<file path="config.mk">
export PLATFORM = sky130hd
export DESIGN_NAME = permutation_pad_byte_cipher
export DESIGN_NICKNAME = d
export VERILOG_FILES = /design/src/hdl/ppbc_pkg.sv /design/src/hdl/ppbc_permute.sv /design/src/hdl/permutation_pad_byte_cipher.sv
export SDC_FILE = /design/constraint.sdc
export NUM_CORES = 1
export LEC_CHECK = 0
export BUFFER_PORTS_ARGS = -buffer_cell sky130_fd_sc_hd__buf_2
export CAP_MARGIN = 20
export CORE_ASPECT_RATIO = 2
export CORE_MARGIN = 8
export CORE_UTILIZATION = 60
export DETAILED_ROUTE_END_ITERATION = 12
export PLACE_DENSITY = 0.82
export SETUP_SLACK_MARGIN = 0.4
export SLEW_MARGIN = 20
export SYNTH_ARGS = -nofsm -noshare
export SYNTH_HDL_FRONTEND = slang
export SYNTH_SLANG_ARGS = --single-unit
</file>
<file path="constraint.sdc">
create_clock -name clock -period 9.3 [get_ports clock]
set_input_delay 1.86 -clock clock [delete_from_list [all_inputs] [get_ports clock]]
set_output_delay 1.86 -clock clock [all_outputs]
set_load 0.01 [all_outputs]
</file>
<file path="src/hdl/ppbc_pkg.sv">
// Shared types, opcodes and helpers for the permutation pad byte cipher.
`default_nettype none

package ppbc_pkg;

   localparam int LANE_BITS  = 8;
   localparam int LANE_IDX_W = 3;
   localparam logic [LANE_IDX_W-1:0] LANE_TOP = LANE_IDX_W'(LANE_BITS - 1);

   // One bit permutation: entry r holds the source lane for lane r.
   typedef logic [LANE_BITS-1:0][LANE_IDX_W-1:0] perm_type;

   typedef enum logic [1:0] {
      OP_LOAD    = 2'd0,
      OP_BUILD   = 2'd1,
      OP_PROCESS = 2'd2
   } opcode_type;

   localparam logic DIR_ENCRYPT = 1'b0;
   localparam logic DIR_DECRYPT = 1'b1;

   function automatic perm_type identity_perm();
      perm_type p;
      for (int i = 0; i < LANE_BITS; i++) begin
         p[i] = LANE_IDX_W'(i);
      end
      return p;
   endfunction

endpackage

`default_nettype wire

</file>
<file path="src/hdl/ppbc_permute.sv">
// Bit permutation of one byte by a pad entry, forward or transposed.
`default_nettype none

module ppbc_permute
   import ppbc_pkg::*;
(
   input  wire perm_type               perm,
   input  wire logic                   direction,
   input  wire logic [LANE_BITS-1:0]   data_in,
   output logic      [LANE_BITS-1:0]   data_out
);

   always_comb begin
      logic [LANE_IDX_W-1:0] src;
      logic [LANE_IDX_W-1:0] lane;
      data_out = '0;
      for (int r = 0; r < LANE_BITS; r++) begin
         src  = LANE_TOP - perm[r];
         lane = LANE_TOP - LANE_IDX_W'(r);
         if (direction == DIR_ENCRYPT) begin
            data_out[lane] = data_in[src];
         end else begin
            // The transpose scatters each input lane to the lane the entry names.
            data_out[src] = data_in[lane];
         end
      end
   end

endmodule

`default_nettype wire

</file>
<file path="src/hdl/permutation_pad_byte_cipher.sv">
// Top level of the permutation pad byte cipher: key stores, pad memory and sequencer.
`default_nettype none

// Channel  Dir  Transfer moves
// req_*    in   one command: key load, pad build or data byte
// rsp_*    out  one permuted data byte for each data byte command
// csr_*    in   direction register (0 encrypt, 1 decrypt)
//
// A key load is taken in the idle state. A data byte goes through the choice
// memory read, the pad memory read, then the output register, which can hold a
// finished byte while the next command is accepted. A pad build walks the swap
// memory one entry a cycle. A stalled output holds a data byte in the pad read
// state. Reset clears the byte position, direction and pad valid bits, so every
// pad entry reads as the identity until a build writes it.

module permutation_pad_byte_cipher
   import ppbc_pkg::*;
#(
   parameter int GATES = 16
)
(
   input  wire logic        clock,
   input  wire logic        reset,
   input  wire logic        req_tvalid,
   output logic             req_tready,
   // [4:0] key_position, [7:5] swap_index, [11:8] gate_choice, [19:12] data_byte
   input  wire logic [23:0] req_tdata,
   // [1:0] opcode
   input  wire logic [1:0]  req_tuser,
   input  wire logic        req_tlast,
   output logic             rsp_tvalid,
   input  wire logic        rsp_tready,
   // [7:0] out_byte
   output logic [7:0]       rsp_tdata,
   input  wire logic        csr_wr_en,
   input  wire logic        csr_wr_data
);

   localparam int KEY_SLOTS = GATES + LANE_BITS - 1;
   localparam int KW        = $clog2(KEY_SLOTS);
   localparam int GW        = (GATES > 1) ? $clog2(GATES) : 1;
   localparam logic [GW-1:0] LAST_GATE = GW'(GATES - 1);

   typedef enum logic [3:0] {
      ST_IDLE   = 4'b0001,
      ST_BUILD  = 4'b0010,
      ST_CHOICE = 4'b0100,
      ST_PAD    = 4'b1000
   } state_type;

   function automatic logic [GW-1:0] gate_of(input logic [3:0] c);
      logic [GW-1:0] g;
      g = '0;
      for (int v = 0; v < 16; v++) begin
         if (c == 4'(v)) begin
            g = GW'(v % GATES);
         end
      end
      return g;
   endfunction

   state_type             state_ff, state_in;
   logic                  direction_ff;
   logic [GW-1:0]         byte_pos_ff, byte_pos_in;
   logic [GW-1:0]         gate_ff, gate_in;
   logic [LANE_IDX_W-1:0] step_ff, step_in;
   perm_type              perm_ff, perm_in, perm_swapped;
   logic [7:0]            data_ff;

   logic [LANE_IDX_W-1:0] swap_mem [KEY_SLOTS];
   logic [LANE_IDX_W-1:0] swap_rd_ff;
   logic [KW-1:0]         swap_raddr;
   logic                  swap_rd_en, swap_we;

   logic [3:0]            choice_mem [GATES];
   logic [3:0]            choice_rd_ff;
   logic                  choice_rd_en, choice_we;

   perm_type              pad_mem [GATES];
   perm_type              pad_rd_ff;
   logic [GATES-1:0]      pad_valid_ff;
   logic                  pad_rd_valid_ff;
   logic                  pad_rd_en, pad_wr_en;
   logic [GW-1:0]         gate_sel;

   logic                  req_acc;
   logic [4:0]            key_pos;
   logic                  out_load;
   logic                  rsp_tvalid_ff;
   logic [7:0]            rsp_data_ff;
   logic [7:0]            permuted;
   perm_type              perm_use;

   assign req_tready = (state_ff == ST_IDLE);
   assign req_acc    = req_tvalid & req_tready;
   assign key_pos    = req_tdata[4:0];
   assign gate_sel   = gate_of(choice_rd_ff);

   // One shuffle step: exchange the lane being finished with the lane read from the key.
   always_comb begin
      perm_swapped          = perm_ff;
      perm_swapped[swap_rd_ff] = perm_ff[step_ff];
      perm_swapped[step_ff]    = perm_ff[swap_rd_ff];
   end

   always_comb begin
      state_in     = state_ff;
      byte_pos_in  = byte_pos_ff;
      gate_in      = gate_ff;
      step_in      = step_ff;
      perm_in      = perm_ff;
      swap_raddr   = KW'(LANE_TOP);
      swap_rd_en   = 1'b0;
      swap_we      = 1'b0;
      choice_rd_en = 1'b0;
      choice_we    = 1'b0;
      pad_rd_en    = 1'b0;
      pad_wr_en    = 1'b0;
      out_load     = 1'b0;
      case (state_ff)
         ST_IDLE: begin
            if (req_acc) begin
               case (req_tuser)
                  OP_LOAD: begin
                     swap_we   = (32'(key_pos) < KEY_SLOTS);
                     choice_we = (32'(key_pos) < GATES);
                  end
                  OP_BUILD: begin
                     gate_in    = '0;
                     step_in    = LANE_TOP;
                     perm_in    = identity_perm();
                     swap_rd_en = 1'b1;
                     swap_raddr = KW'(LANE_TOP);
                     state_in   = ST_BUILD;
                  end
                  OP_PROCESS: begin
                     choice_rd_en = 1'b1;
                     if (req_tlast || byte_pos_ff == LAST_GATE) begin
                        byte_pos_in = '0;
                     end else begin
                        byte_pos_in = byte_pos_ff + GW'(1);
                     end
                     state_in = ST_CHOICE;
                  end
                  default: begin
                  end
               endcase
            end
         end
         ST_BUILD: begin
            perm_in = perm_swapped;
            if (step_ff == '0) begin
               pad_wr_en = 1'b1;
               perm_in   = identity_perm();
               if (gate_ff == LAST_GATE) begin
                  state_in = ST_IDLE;
               end else begin
                  gate_in    = gate_ff + GW'(1);
                  step_in    = LANE_TOP;
                  swap_rd_en = 1'b1;
                  swap_raddr = KW'(gate_ff) + KW'(LANE_BITS);
               end
            end else begin
               step_in    = step_ff - LANE_IDX_W'(1);
               swap_rd_en = 1'b1;
               swap_raddr = KW'(gate_ff) + KW'(step_ff - LANE_IDX_W'(1));
            end
         end
         ST_CHOICE: begin
            pad_rd_en = 1'b1;
            state_in  = ST_PAD;
         end
         ST_PAD: begin
            if (!rsp_tvalid_ff || rsp_tready) begin
               out_load = 1'b1;
               state_in = ST_IDLE;
            end
         end
         default: begin
            state_in = ST_IDLE;
         end
      endcase
   end

   always_ff @(posedge clock) begin
      if (reset) begin
         state_ff      <= ST_IDLE;
         byte_pos_ff   <= '0;
         direction_ff  <= DIR_ENCRYPT;
         rsp_tvalid_ff <= 1'b0;
         pad_valid_ff  <= '0;
      end else begin
         state_ff    <= state_in;
         byte_pos_ff <= byte_pos_in;
         if (csr_wr_en) begin
            direction_ff <= csr_wr_data;
         end
         if (out_load) begin
            rsp_tvalid_ff <= 1'b1;
         end else if (rsp_tready) begin
            rsp_tvalid_ff <= 1'b0;
         end
         if (pad_wr_en) begin
            pad_valid_ff[gate_ff] <= 1'b1;
         end
      end
   end

   always_ff @(posedge clock) begin
      gate_ff <= gate_in;
      step_ff <= step_in;
      perm_ff <= perm_in;
      if (req_acc) begin
         data_ff <= req_tdata[19:12];
      end
      if (out_load) begin
         rsp_data_ff <= permuted;
      end
   end

   // Key stores. Only one command is in flight, so a write never meets a read
   // of the same entry.
   always_ff @(posedge clock) begin
      if (swap_we) begin
         swap_mem[KW'(key_pos)] <= req_tdata[7:5];
      end
      if (swap_rd_en) begin
         swap_rd_ff <= swap_mem[swap_raddr];
      end
   end

   always_ff @(posedge clock) begin
      if (choice_we) begin
         choice_mem[GW'(key_pos)] <= req_tdata[11:8];
      end
      if (choice_rd_en) begin
         choice_rd_ff <= choice_mem[byte_pos_ff];
      end
   end

   always_ff @(posedge clock) begin
      if (pad_wr_en) begin
         pad_mem[gate_ff] <= perm_swapped;
      end
      if (pad_rd_en) begin
         pad_rd_ff       <= pad_mem[gate_sel];
         pad_rd_valid_ff <= pad_valid_ff[gate_sel];
      end
   end

   assign perm_use = pad_rd_valid_ff ? pad_rd_ff : identity_perm();

   ppbc_permute u_permute (
      .perm      (perm_use),
      .direction (direction_ff),
      .data_in   (data_ff),
      .data_out  (permuted)
   );

   assign rsp_tvalid = rsp_tvalid_ff;
   assign rsp_tdata  = rsp_data_ff;

endmodule

`default_nettype wire

</file>
# ---- After elaboration in Yosys (flattened, before gate mapping)
# Memory sizes are Yosys's and may differ from the RTL's. A register that Yosys moved wholly into a read port is not among the register bits.
# Cells that the tools add are included.
dict set report word_totals {
  out_inout_bits 10
  mem_count 3
  register_bits 74
  wordCells 259
  mem_bits_rw 517
}
dict set report classes {
  n_bitwise 3
  eq_ne 31
  n_addsub 14
  n_reduce_logical 23
  n_mux 142
  magnitude_cmp 25
}
# name words width rd rd_ports_with_merged_regs wr line_no
set mem_list {}
lappend mem_list {pad_mem 16 24 1 1 1 permutation_pad_byte_cipher.sv:79} ;# perm_type pad_mem [GATES];
lappend mem_list {swap_mem 23 3 1 1 1 permutation_pad_byte_cipher.sv:70} ;# logic [LANE_IDX_W-1:0] swap_mem [KEY_SLOTS];
lappend mem_list {choice_mem 16 4 1 1 1 permutation_pad_byte_cipher.sv:75} ;# logic [3:0] choice_mem [GATES];
# cell count
set op_table {}
lappend op_table {{$mux W4} 25}
lappend op_table {{$mux W24} 4}
lappend op_table {{$bwmux W8} 7}
lappend op_table {{$mux W1} 55}
lappend op_table {{$bwmux W24} 2}
lappend op_table {{$pmux W24 S2} 1}
lappend op_table {{$eq A4 B4 Y1 const B} 11}
lappend op_table {{$lt A3 B4 Y1 const B} 10}
lappend op_table {{$ge A3 B1 Y1 const B} 10}
lappend op_table {{$mux W3} 10}
lappend op_table {{$mux W5} 5}
lappend op_table {{$bmux W1 S3} 8}
lappend op_table {{$demux W1 S3} 8}
lappend op_table {{$sub A3 B3 Y3 const A} 8}
lappend op_table {{$eq A4 B3 Y1 const B} 5}
lappend op_table {{$bmux W3 S3} 2}
lappend op_table {{$demux W3 S3} 2}
lappend op_table {{$or A16 B16 Y16} 1}
lappend op_table {{$pmux W4 S2} 2}
lappend op_table {{$pmux W4 S4} 1}
lappend op_table {{$mux W7} 2}
lappend op_table {{$eq A4 B2 Y1 const B} 3}
lappend op_table {{$mux W6} 2}
lappend op_table {{$logic_and A1 B1 Y1} 11}
lappend op_table {{30 further kinds} 43}

# ---- Logic depth before layout (Yosys ltp)
dict set report depth {
  word_depth 22
  mapped_depth 13
  depth_no_buf 10
}

# ---- Cells and area by module
# Synthesis repeated with hierarchy kept, for this count alone.
dict set report unflattened {
  cells_unflattened 1586
  area_unflattened_um2 26827.0
}
# module instances seq_area_each_um2 area_per_inst_um2 cells_each
set by_module_without_submodules {}
lappend by_module_without_submodules {permutation_pad_byte_cipher 1 18417.7 25039.0 1321}
lappend by_module_without_submodules {ppbc_permute 1 0.0 1788.0 265}

# ---- Worst setup path before layout
# No wires, ideal clock.
dict set report synth_path {
  path_type {reg-to-reg}
  startpoint {register state_ff[2]}
  endpoint {register state_ff[0]}
  path_stages_with_launch 4
  setup_ps 117
  path_slack_ps 5438
  n_path_buf 0
  arrival_ps 3745
  path_cell_list {dfxtp_1 nor4b_1 nor2_1 a31o_2}
}
dict set report synth_via {
  elab_chain_len 4
  word_cells_on_any_way 12
}
# element line_no
set synth_rtl {}
lappend synth_rtl {{start, declared} permutation_pad_byte_cipher.sv:62} ;# state_type state_ff, state_in;
lappend synth_rtl {{start signal, assigned} permutation_pad_byte_cipher.sv:193} ;# state_ff <= state_in;
lappend synth_rtl {{$eq A4 B1 Y1} {permutation_pad_byte_cipher.sv:94, permutation_pad_byte_cipher.sv:120}}
lappend synth_rtl {{$and A1 B1 Y1} permutation_pad_byte_cipher.sv:95} ;# assign req_acc = req_tvalid & req_tready;
lappend synth_rtl {{$ne A2 B1 Y1 (no line)} -}
lappend synth_rtl {{$reduce_and A5 Y1 (no line)} -}
# Several ways; a longest one is shown, not always the timed one.
# A chain may end at the register's enable or synchronous reset.

# ---- Worst setup path in the final report
dict set report layout_path {
  startpoint {register step_ff[0]}
  endpoint {register swap_rd_ff[0] (read register of swap_mem) (data pin)}
}
dict set report layout_via {
  elab_chain_len 4
  word_cells_on_any_way 7
}
# element line_no
set layout_rtl {}
lappend layout_rtl {{start, declared} permutation_pad_byte_cipher.sv:66} ;# logic [LANE_IDX_W-1:0] step_ff, step_in;
lappend layout_rtl {{start signal, assigned} permutation_pad_byte_cipher.sv:211} ;# step_ff <= step_in;
lappend layout_rtl {{$sub A3 B1 Y4} permutation_pad_byte_cipher.sv:166} ;# swap_raddr = KW'(gate_ff) + KW'(step_ff - LANE_IDX_W'(1));
lappend layout_rtl {{$add A4 B5 Y5} permutation_pad_byte_cipher.sv:166}
lappend layout_rtl {{$mux W5} permutation_pad_byte_cipher.sv:152} ;# if (step_ff == '0) begin
lappend layout_rtl {{$mux W5} -}
lappend layout_rtl {{end, declared} permutation_pad_byte_cipher.sv:71} ;# logic [LANE_IDX_W-1:0] swap_rd_ff;
# Several ways; a longest one is shown, not always the timed one.

==> results by group <==
Run status
  • Status: complete, no violations

Floorplan
  • Initial core utilization: 60.3%
  • Die Area: 52,300 µm²
  • IO Count: 43
  • Die width: approximately 170 µm
  • CORE AREA: 44,600 µm²
  • Std cell rows: 110
  • Die H: 315 µm

Setup path
  • CP delay by family, top: compound AO/OA/AOI/OAI gates
  • CP arrival: 4.36 ns
  • Critical Path Source Type: flip-flop
  • Max incr delay on CP: 0.80 ns
  • Setup Crit Path Kind: flip-flop to flip-flop
  • CP bufs+invs: 2
  • Crit path cell chain: inv_1 -> ha_1 -> inv_1 -> fa_1 -> xnor2_1 -> a211oi_2 -> and2_1 -> a32o_1 -> o31ai_1 -> o211ai_2
  • Crit-path max FO: 18
  • Most used cell, CP: inv_1
  • Slowest cell on crit path: edfxtp_1
  • WP data required: 9.61 ns
  • CP Capture Type: flip-flop

STA
  • Final Hold Fails: 0
  • Fin crit share: a little over two fifths
  • Endpoints failing setup: 0
  • Final WS setup: between 5 and 6 ns
  • WHS: 0.489 ns
  • RSZ-0062 raised after global routing: false
  • Worst Tran Pin Value: 1.13 ns
  • Slew headroom: 24.6%
  • Final Max Tran Viols: 0
  • Maximum operating frequency: 247 MHz
  • Setup TNS: 0 ns
  • Fin Clk Skew: 0.0158 ns
  • Post-layout minimum cycle time: ~4 ns

Synth
  • Share of the synthesized area in the top cell type: 66.5%
  • Synth top cells by count: edfxtp_1 (596), mux4_2 (152), nor2_1 (127), nand2_1 (100), clkbuf_1 (57)
  • Synth Register Bits: around 620
  • Syn Inst Count: 1,608
  • Share of flip-flops with an asynchronous set or reset: 0%
  • Cell taking the most area after synthesis: edfxtp_1
  • Sequential-to-total area share from yosys stat: 68.5%
  • Synth area leaders: edfxtp_1 (67%), mux4_2 (13%), mux2i_1 (2.0%), dfxtp_1 (1.9%), nor2_1 (1.8%)
  • Syn nets: 1,653
  • Syn Area/Cell: around 17 µm²
  • Most common flop cell mapped by yosys: edfxtp_1
  • Top-count cell post-synth: edfxtp_1
  • YS warnings: 0
  • Post-synth design cell area: about 27,000 µm²
  • Distinct cells, synth: 90
  • EDFF count, synth: just under 600

GRT
  • Largest net degree at the start of global routing: about 100
  • Remaining Overflow, GRT: 0
  • Vias in the first global route: 15,609
  • Antenna violations before repair: 0
  • First-pass GRT wire length: 96.6 mm
  • GRT Total Usage: 24.1%

Clock tree
  • Cts bufs inserted: between 50 and 60
  • Setup Buffers After CTS: 0
  • CTS Root Cell: clkbuf_16
  • CTS-repair resized insts: 0
  • # clock sinks: just over 600
  • CTS tree: yes
  • Max clock buf depth: 3
  • Clock slew at reported path FFs: 0.07 ns
  • H-tree levels: 2
  • Cts hold-fix bufs: 0
  • Clock latency at the later pin of the worst-skew pair: 0.60 ns

Finish
  • Share of cells above drive strength 1: 21.2%
  • Layout Utilization: ~66%
  • # fillers: roughly 2,900
  • Layout area overhead: 9.61%
  • Final #Nets: between 1,500 and 2,000

Detailed routing
  • Antenna Violating Nets Remaining: 0
  • First-pass DRT Iterations: 6
  • Routed wire per std cell: 28.7 µm
  • Drt total wl: 63.9 mm
  • Vias post-DR: 15,404
  • Avg Vias per Cell: 6.92
  • Initial drt markers: 1,828
  • Drt drc: 0

Placed design
  • Detailed Place HPWL: 37.6 mm
  • Port-buffer cells: 38
  • Placer Congestion: between 0.9 and 1
  • DP Worst Slack: 5.08 ns

Power and ir drop
  • LEAKAGE: 9.34 nW
  • Total Power: 5.46 mW
  • Worst vdd ir: 0.000158 V
  • P per Cell Area: about 190 nW/µm²

Min path
  • HP Class: flip-flop to flip-flop

Flow run
  • Max Cap Viol: 0
[where the power goes]
part / switching, mW / internal, mW / total, mW
Sequential: 0.0253 / 3.06 / 3.09
Combinational: 0.0941 / 0.0644 / 0.158
Clock: 0.998 / 1.21 / 2.21
Total: 1.12 / 4.34 / 5.46
[through the flow]
| step | cell area, µm² | cells |
|---|---|---|
| floorplan | 26900 | 1608 |
| global placement | 27600 | 2122 |
| detailed placement | 27600 | 2122 |
| CTS | 29300 | 2218 |
| global route | 29500 | 2225 |
| finish | 29500 | 2226 |
[final timing paths]
check | from | endpoint | slack [ns] | depth (start not counted)
hold / removal | pad_valid_ff[10]$_SDFFE_PP0P_ | pad_valid_ff[10]$_SDFFE_PP0P_ | 0.49 | 2
hold reg to reg | pad_valid_ff[10]$_SDFFE_PP0P_ | pad_valid_ff[10]$_SDFFE_PP0P_ | 0.49 | 2
setup reg to reg | step_ff[0]$_SDFFCE_PN1P_ | swap_rd_ff[0]$_DFFE_PP_ | 5.25 | 10
setup / recovery | step_ff[0]$_SDFFCE_PN1P_ | swap_rd_ff[0]$_DFFE_PP_ | 5.25 | 10
[kinds of logic after synthesis]
group,Yosys count,share of synthesized area [%]
flip-flops,622,68.5
AO/OA/AOI/OAI,215,5.82
XOR/XNOR,7,0.228
adder cells (fa/ha/maj),12,0.586
multiplexers,217,15.2
buffers and inverters,126,2.00
AND/OR/NAND/NOR,409,7.69
[worst register-to-register path, delay by kind of cell (launching register included)]
kind | cells | cell delay (ns)
compound gates | 4 | 1.03
fa+ha+maj | 2 | 0.82
flops | 1 | 0.80
xor+xnor | 1 | 0.43
buf+inv | 2 | 0.38
simple gates | 1 | 0.31
[cell usage in the layout, fill, tap and decap left out, types with 8 or more instances in the layout]
cell / netlist / final
dfxtp_1: 26 / 25
clkbuf_1: 57 / 8
edfxtp_1: 596 / 596
and2_1: 9 / 9
nor2b_1: 17 / 16
ha_1: 11 / 11
a22oi_1: 10 / 10
nand2b_1: 24 / 24
a21oi_1: 36 / 36
buf_4: 1 / 18
nand4_1: 8 / 8
mux4_2: 152 / 152
mux2i_1: 53 / 47
a211oi_1: 13 / 13
nand3b_1: 10 / 10
clkinv_1: 0 / 13
buf_2: 28 / 38
nor2_4: 0 / 10
o211ai_1: 17 / 17
o21ai_0: 40 / 40
nor2_1: 127 / 117
nand2_1: 100 / 100
o31ai_1: 9 / 9
nor3_1: 22 / 18
inv_1: 23 / 23
a31oi_1: 8 / 8
mux2_2: 12 / 12
nand3_1: 36 / 36
and3_1: 9 / 9
clkbuf_16: 0 / 53
[layout make-up]
class	instances	area, µm²	area share [%]
diodes	1	2.50	0.00849
flip-flops and latches	622	18400	62.5
multi-input cells	860	8080	27.4
well taps	560	701	2.38
clock buffers	64	1400	4.74
inverters	23	86.3	0.293
repair buffers	64	480	1.63
clock inverters	32	314	1.07
[sequential cells by signal, indices dropped and copies added (netlist names)]
name / count
byte_pos_ff: 4
choice_mem: 64
choice_rd_ff: 4
data_ff: 8
direction_ff: 1
gate_ff: 4
pad_mem: 384
pad_rd_ff: 24
pad_rd_valid_ff: 1
pad_valid_ff: 16
perm_ff: 24
rsp_tdata: 8
rsp_tvalid: 1
state_ff: 4
step_ff: 3
swap_mem: 69
swap_rd_ff: 3
[per-layer routing]
metal  vias to the layer above  wire, µm  part of all wire [%]  global-route usage, %
li1                       6483         -                     -                      -
met1                      7885     24000                    37                   31.2
met2                       904     32600                    51                   40.8
met3                       132      5200                   8.1                   3.28
met4                         0      2110                   3.3                   9.40
met5                         -         0                     0                      0
No activity file was read; power rests on OpenSTA's default activity.
